--- src/rtl/mdm_pkg.sv ---
// ----------------------------------------------------------------------------
// mdm_pkg
// Shared types and constants of the row-wise dense matrix multiplier.
// ----------------------------------------------------------------------------
package mdm_pkg;

  localparam int DEF_MAX_DIM = 16;
  localparam int SIZE_W      = 5;
  localparam int SIZE_RST    = 16;
  localparam int CMD_W       = 2;
  localparam int IDX_PORT_W  = 4;
  localparam int ELEM_W      = 32;
  localparam int SUM_W       = 64;
  // wide enough for any index, any size and the largest supported dimension
  localparam int CMP_W       = 7;
  localparam int K_W         = 6;

  typedef enum logic [CMD_W-1:0] {
    CMD_WR_A = 2'd0,
    CMD_WR_B = 2'd1,
    CMD_ROW  = 2'd2
  } cmd_e;

  typedef enum logic [1:0] {
    ST_IDLE,
    ST_FEED,
    ST_WAIT,
    ST_OUT
  } state_e;

  // element write broadcast to the column cells
  typedef struct packed {
    logic                  we;
    logic [IDX_PORT_W-1:0] row;
    logic [IDX_PORT_W-1:0] col;
    logic [ELEM_W-1:0]     data;
  } mdm_wr_t;

  // one A element travelling along the cell chain
  typedef struct packed {
    logic                     vld;
    logic                     first;
    logic                     last;
    logic [K_W-1:0]           k;
    logic signed [ELEM_W-1:0] a;
  } mdm_tok_t;

  // finished column sum, shifted toward cell 0 for readout
  typedef struct packed {
    logic [SUM_W-1:0] sum;
    logic             sat;
  } mdm_res_t;

endpackage

--- src/rtl/mdm_cell.sv ---
// ----------------------------------------------------------------------------
// mdm_cell
// One column of C: holds its column of B, multiplies the passing A elements
// and accumulates exactly, then saturates and joins the readout shift chain.
// ----------------------------------------------------------------------------
module mdm_cell #(
  parameter int MAX_DIM  = mdm_pkg::DEF_MAX_DIM,
  parameter int CELL_IDX = 0
) (
  input  logic              clk_i,
  input  logic              rst_ni,
  input  mdm_pkg::mdm_wr_t  wr_i,
  input  mdm_pkg::mdm_tok_t tok_i,
  output mdm_pkg::mdm_tok_t tok_o,
  input  logic              shift_i,
  input  mdm_pkg::mdm_res_t res_i,
  output mdm_pkg::mdm_res_t res_o,
  output logic              done_o
);

  localparam int IDX_W = $clog2(MAX_DIM);
  localparam int ACC_W = mdm_pkg::SUM_W + $clog2(MAX_DIM);
  localparam int HI_W  = ACC_W - mdm_pkg::SUM_W + 1;

  logic [mdm_pkg::ELEM_W-1:0] bmem [MAX_DIM];

  logic                              b_we;
  logic signed [mdm_pkg::ELEM_W-1:0] b_q;
  logic signed [mdm_pkg::ELEM_W-1:0] a1_q;
  logic                              v1_q, first1_q, last1_q;
  logic signed [mdm_pkg::SUM_W-1:0]  prod_q;
  logic                              v2_q, first2_q, last2_q;
  logic signed [ACC_W-1:0]           acc_q;
  logic                              fin_q;
  logic                              done_q;
  mdm_pkg::mdm_tok_t                 tok_q;
  mdm_pkg::mdm_res_t                 res_q;
  mdm_pkg::mdm_res_t                 sat_res;
  logic [HI_W-1:0]                   hi_bits;
  logic                              ovf;

  assign b_we = wr_i.we &&
                (mdm_pkg::CMP_W'(wr_i.col) == mdm_pkg::CMP_W'(CELL_IDX));

  // B column store, registered read
  always_ff @(posedge clk_i) begin
    if (b_we) begin
      bmem[IDX_W'(wr_i.row)] <= wr_i.data;
    end
    if (tok_i.vld) begin
      b_q  <= bmem[tok_i.k[IDX_W-1:0]];
      a1_q <= tok_i.a;
    end
    if (v1_q) begin
      prod_q <= a1_q * b_q;
    end
  end

  always_ff @(posedge clk_i or negedge rst_ni) begin
    if (!rst_ni) begin
      tok_q    <= '0;
      v1_q     <= 1'b0;
      first1_q <= 1'b0;
      last1_q  <= 1'b0;
      v2_q     <= 1'b0;
      first2_q <= 1'b0;
      last2_q  <= 1'b0;
      fin_q    <= 1'b0;
      done_q   <= 1'b0;
    end else begin
      tok_q    <= tok_i;
      v1_q     <= tok_i.vld;
      first1_q <= tok_i.vld && tok_i.first;
      last1_q  <= tok_i.vld && tok_i.last;
      v2_q     <= v1_q;
      first2_q <= first1_q;
      last2_q  <= last1_q;
      fin_q    <= v2_q && last2_q;
      done_q   <= fin_q;
    end
  end

  always_ff @(posedge clk_i) begin
    if (v2_q) begin
      if (first2_q) begin
        acc_q <= ACC_W'(prod_q);
      end else begin
        acc_q <= acc_q + ACC_W'(prod_q);
      end
    end
  end

  // clip the exact sum to the signed 64-bit range
  always_comb begin
    hi_bits     = acc_q[ACC_W-1:mdm_pkg::SUM_W-1];
    ovf         = !((&hi_bits) || !(|hi_bits));
    sat_res.sat = ovf;
    if (!ovf) begin
      sat_res.sum = acc_q[mdm_pkg::SUM_W-1:0];
    end else if (acc_q[ACC_W-1]) begin
      sat_res.sum = {1'b1, {(mdm_pkg::SUM_W-1){1'b0}}};
    end else begin
      sat_res.sum = {1'b0, {(mdm_pkg::SUM_W-1){1'b1}}};
    end
  end

  always_ff @(posedge clk_i) begin
    if (fin_q) begin
      res_q <= sat_res;
    end else if (shift_i) begin
      res_q <= res_i;
    end
  end

  assign tok_o  = tok_q;
  assign res_o  = res_q;
  assign done_o = done_q;

endmodule

--- config.mk ---
export PLATFORM = sky130hd
export DESIGN_NAME = mdm_cell
export DESIGN_NICKNAME = d
export VERILOG_FILES = /design/src/rtl/mdm_pkg.sv /design/src/rtl/mdm_cell.sv
export SDC_FILE = /design/constraint.sdc
export NUM_CORES = 2
export LEC_CHECK = 0
export ABC_AREA = 1
export BUFFER_PORTS_ARGS = -buffer_cell sky130_fd_sc_hd__buf_4
export CAP_MARGIN = 40
export CORE_MARGIN = 5
export CORE_UTILIZATION = 30
export DETAILED_ROUTE_END_ITERATION = 8
export GPL_ROUTABILITY_DRIVEN = 0
export SKIP_CTS_REPAIR_TIMING = 1
export SYNTH_ARGS = -nofsm -noshare
export SYNTH_HDL_FRONTEND = slang
export SYNTH_SLANG_ARGS = --single-unit
export TNS_END_PERCENT = 1
--- constraint.sdc ---
create_clock -name clk_i -period 14.8 [get_ports clk_i]
set_input_delay 2.22 -clock clk_i [delete_from_list [all_inputs] [get_ports clk_i]]
set_output_delay 2.22 -clock clk_i [all_outputs]
set_load 0.1 [all_outputs]
==> impl_metrics.yaml <==
floorplanning:
  num_rows: 183
  boundaryPins: 257
  die_h_um: 509.7
  start_util_pct: 30.13
  dieArea_um2: 259800
  die_w_um: 509.7
  core_um2: 248700
route:
  wl_per_cell_um: 18.35
  finalWirelength_um: 213400
  num_vias: 54769
  drt_first_pass_iters: 6
  routed_via_density: 4.709
  first_iter_violations: 5031
  remaining_drc_errors: 0
  ant_nets: 0
setup_path:
  critPathCaptureType: "flip-flop"
  cp_data_arrival_time_ns: 8.71
  required_ns: 15.29
  worst-path-max-fanout: 32
  start_kind: "flip-flop"
  critical_path_class: "flip-flop to flip-flop"
sta:
  grt_setup_unrepaired: "false"
  maxSlewViolCount: 0
  fmax_mhz: 121.6
  finalCriticalPeriod_ns: 8.222
  finalCritPeriodShare_pct: 55.55
  max-slew-margin-rel_pct: 20.50
  hold_viol: 0
  finalSetupViolCount: 0
  tightest_slew_ns: 1.192
  skew_ns: 0.07090
  setup_tns_ns: 0
synth:
  synth_nets: 9564
  synth_edf_count: 773
  ys_seq_area_share_pct: 32.59
  synth_top_area_share_pct: 30.98
  synthCells: 8080
  synth_area_um2: 74920
  synthArstFlopShare_pct: 5.847
  synth_top_area_cell: "edfxtp_1"
  synth_ff_type: "edfxtp_1"
  synth_area_leaders: "edfxtp_1 31%, fa_1 29%, inv_1 9.9%, nand2_1 9.5%, ha_1 4.2%"
  yosys_warnings: 0
  avgSynthCellArea_um2: 9.272
  ys_types: 50
  synth-seq-cells: 821
placed_design:
  dpl_cell_area_um2: 80700
  port_buffers: 256
  detailed_place_hpwl_um: 159900
run_status:
  status: "completed"
clock_network:
  cts-root-buf: "clkbuf_16"
  clock_sinks: 821
  cts_tree: "done"
  h-tree-depth: 3
  clk_pin_slew_worst_paths_ns: 0.07
  clkLatencyLatePin_ns: 0.77
  clk_path_buf_depth: 3
  cts_made_buffers: 93
finish:
  nFillCells: 25364
  fin_area_um2: 83910
  nets: 9699
  fin_util_pct: 33.74
  drive_gt1_share_pct: 7.475
  area_delta_synth_final_pct: 12.00
global_routing:
  grt_max_degree: 218
  grt.total_usage_pct: 16.45
  grt_pass1_vias: 57287
  grt_pass1_wl_um: 334300
  gr-total-overflow: 0
  antenna_found_initial: 13
job:
  cap_violations: 0
hold_path:
  min_path_type: "flip-flop to flip-flop"
==> synthesized netlist by cell type (all sizes together) (4+ instances only) <==
cell,n
nor3,20
nand3b,20
xor2,42
nor4,11
a21o,11
or2,27
ha,251
nor2,396
nand3,198
mux2i,128
buf,61
clkbuf,256
o21bai,29
o211ai,131
inv,1985
o21a,4
dfrtp,48
a21oi,366
edfxtp,773
nand2,1920
fa,1083
o21ai,253
xnor2,21
a21boi,6
nand4,27
==> worst max-delay path, stage by stage (launching register included) <==
cell,delay (ns)
edfxtp_1,0.35
buf_4,0.25
nand2_1,0.15
inv_1,0.10
fa_1,0.61
fa_1,0.47
fa_1,0.96
fa_1,0.80
inv_1,0.41
fa_1,0.60
inv_1,0.06
fa_1,0.54
inv_1,0.05
fa_1,0.47
inv_1,0.05
fa_1,0.45
ha_1,0.42
nand2_1,0.13
nor2_1,0.13
inv_1,0.08
nor2_1,0.17
inv_1,0.09
nor4_2,0.18
and3_1,0.19
nand2_1,0.08
nand3_1,0.12
nand2_1,0.06
==> cell usage in the layout (no fill, tap or decap), types with 27 or more instances in the layout <==
cell type / instances
mux2i_1: 128
o21ai_0: 235
nand3_1: 196
a21oi_1: 359
inv_1: 1972
nand2_1: 1903
o21bai_1: 28
edfxtp_1: 773
clkbuf_16: 94
o211ai_1: 129
xor2_1: 42
ha_1: 251
nand4_1: 27
fa_1: 1083
dfrtp_1: 44
nor2_1: 361
buf_4: 350
==> registers in the layout, indices dropped and copies added, names as in the netlist <==
| name | cells |
|---|---|
| bmem | 512 |
| acc_q | 68 |
| res_o | 65 |
| prod_q | 64 |
| tok_o | 41 |
| a1_q | 32 |
| b_q | 32 |
| done_o | 1 |
| fin_q | 1 |
| first1_q | 1 |
| first2_q | 1 |
| last1_q | 1 |
| last2_q | 1 |
| v2_q | 1 |
==> path summary, 6_finish.rpt <==
check | start | to | slack, ns | cells past startpoint
max in group asynchronous | rst_ni | first2_q$_DFF_PN0_ | 12.37 | 2
hold / removal | last1_q$_DFF_PN0_ | last2_q$_DFF_PN0_ | 0.36 | 0
hold reg to reg | last1_q$_DFF_PN0_ | last2_q$_DFF_PN0_ | 0.36 | 0
min in group asynchronous | rst_ni | tok_o[27]$_DFF_PN0_ | 1.40 | 1
setup / recovery | a1_q[31]$_DFFE_PP_ | prod_q[60]$_DFFE_PP_ | 6.58 | 26
setup reg to reg | a1_q[31]$_DFFE_PP_ | prod_q[60]$_DFFE_PP_ | 6.58 | 26
==> cell families after synthesis <==
kind of cell	Yosys count	share of synthesized area (%)
buf+inv	2303	11.69
xor+xnor	63	0.7365
mux	128	1.710
flops	821	32.59
compound gates	807	6.123
simple gates	2624	14.03
fa+ha+maj	1334	33.13
==> final cells by class <==
type | count | area [µm²] | area share (%)
well taps | 3330 | 4167 | 4.966
repair buffers | 357 | 2778 | 3.310
clock buffers | 123 | 2541 | 3.029
clock inverters | 51 | 650.6 | 0.7754
inverters | 1986 | 7460 | 8.890
flip-flops and latches | 821 | 24420 | 29.10
multi-input cells | 4956 | 41880 | 49.91
diodes | 7 | 17.52 | 0.02088
==> routing by layer <==
layer	track usage, %	routed length (µm)
met1	23.15	93440
met3	3.030	18280
met4	4.210	5420
met5	0	35
met2	26.20	96200
==> through the flow <==
step | hold slack (ns) | setup WS (ns) | cells
6_report | 0.3559 | 6.578 | 11631
4_1_cts | 0.3630 | 6.578 | 11624
5_1_grt | 0.3717 | 6.036 | 11625
3_5_place_dp | 0.3403 | 6.579 | 11450
3_3_place_gp | 0.3418 | 6.723 | 11445
2_1_floorplan | 0.3312 | 7.474 | 8080
Power is left out: the tool's default activity adds up to more than one toggle a clock period on the data nets, which glitch-free logic cannot reach.
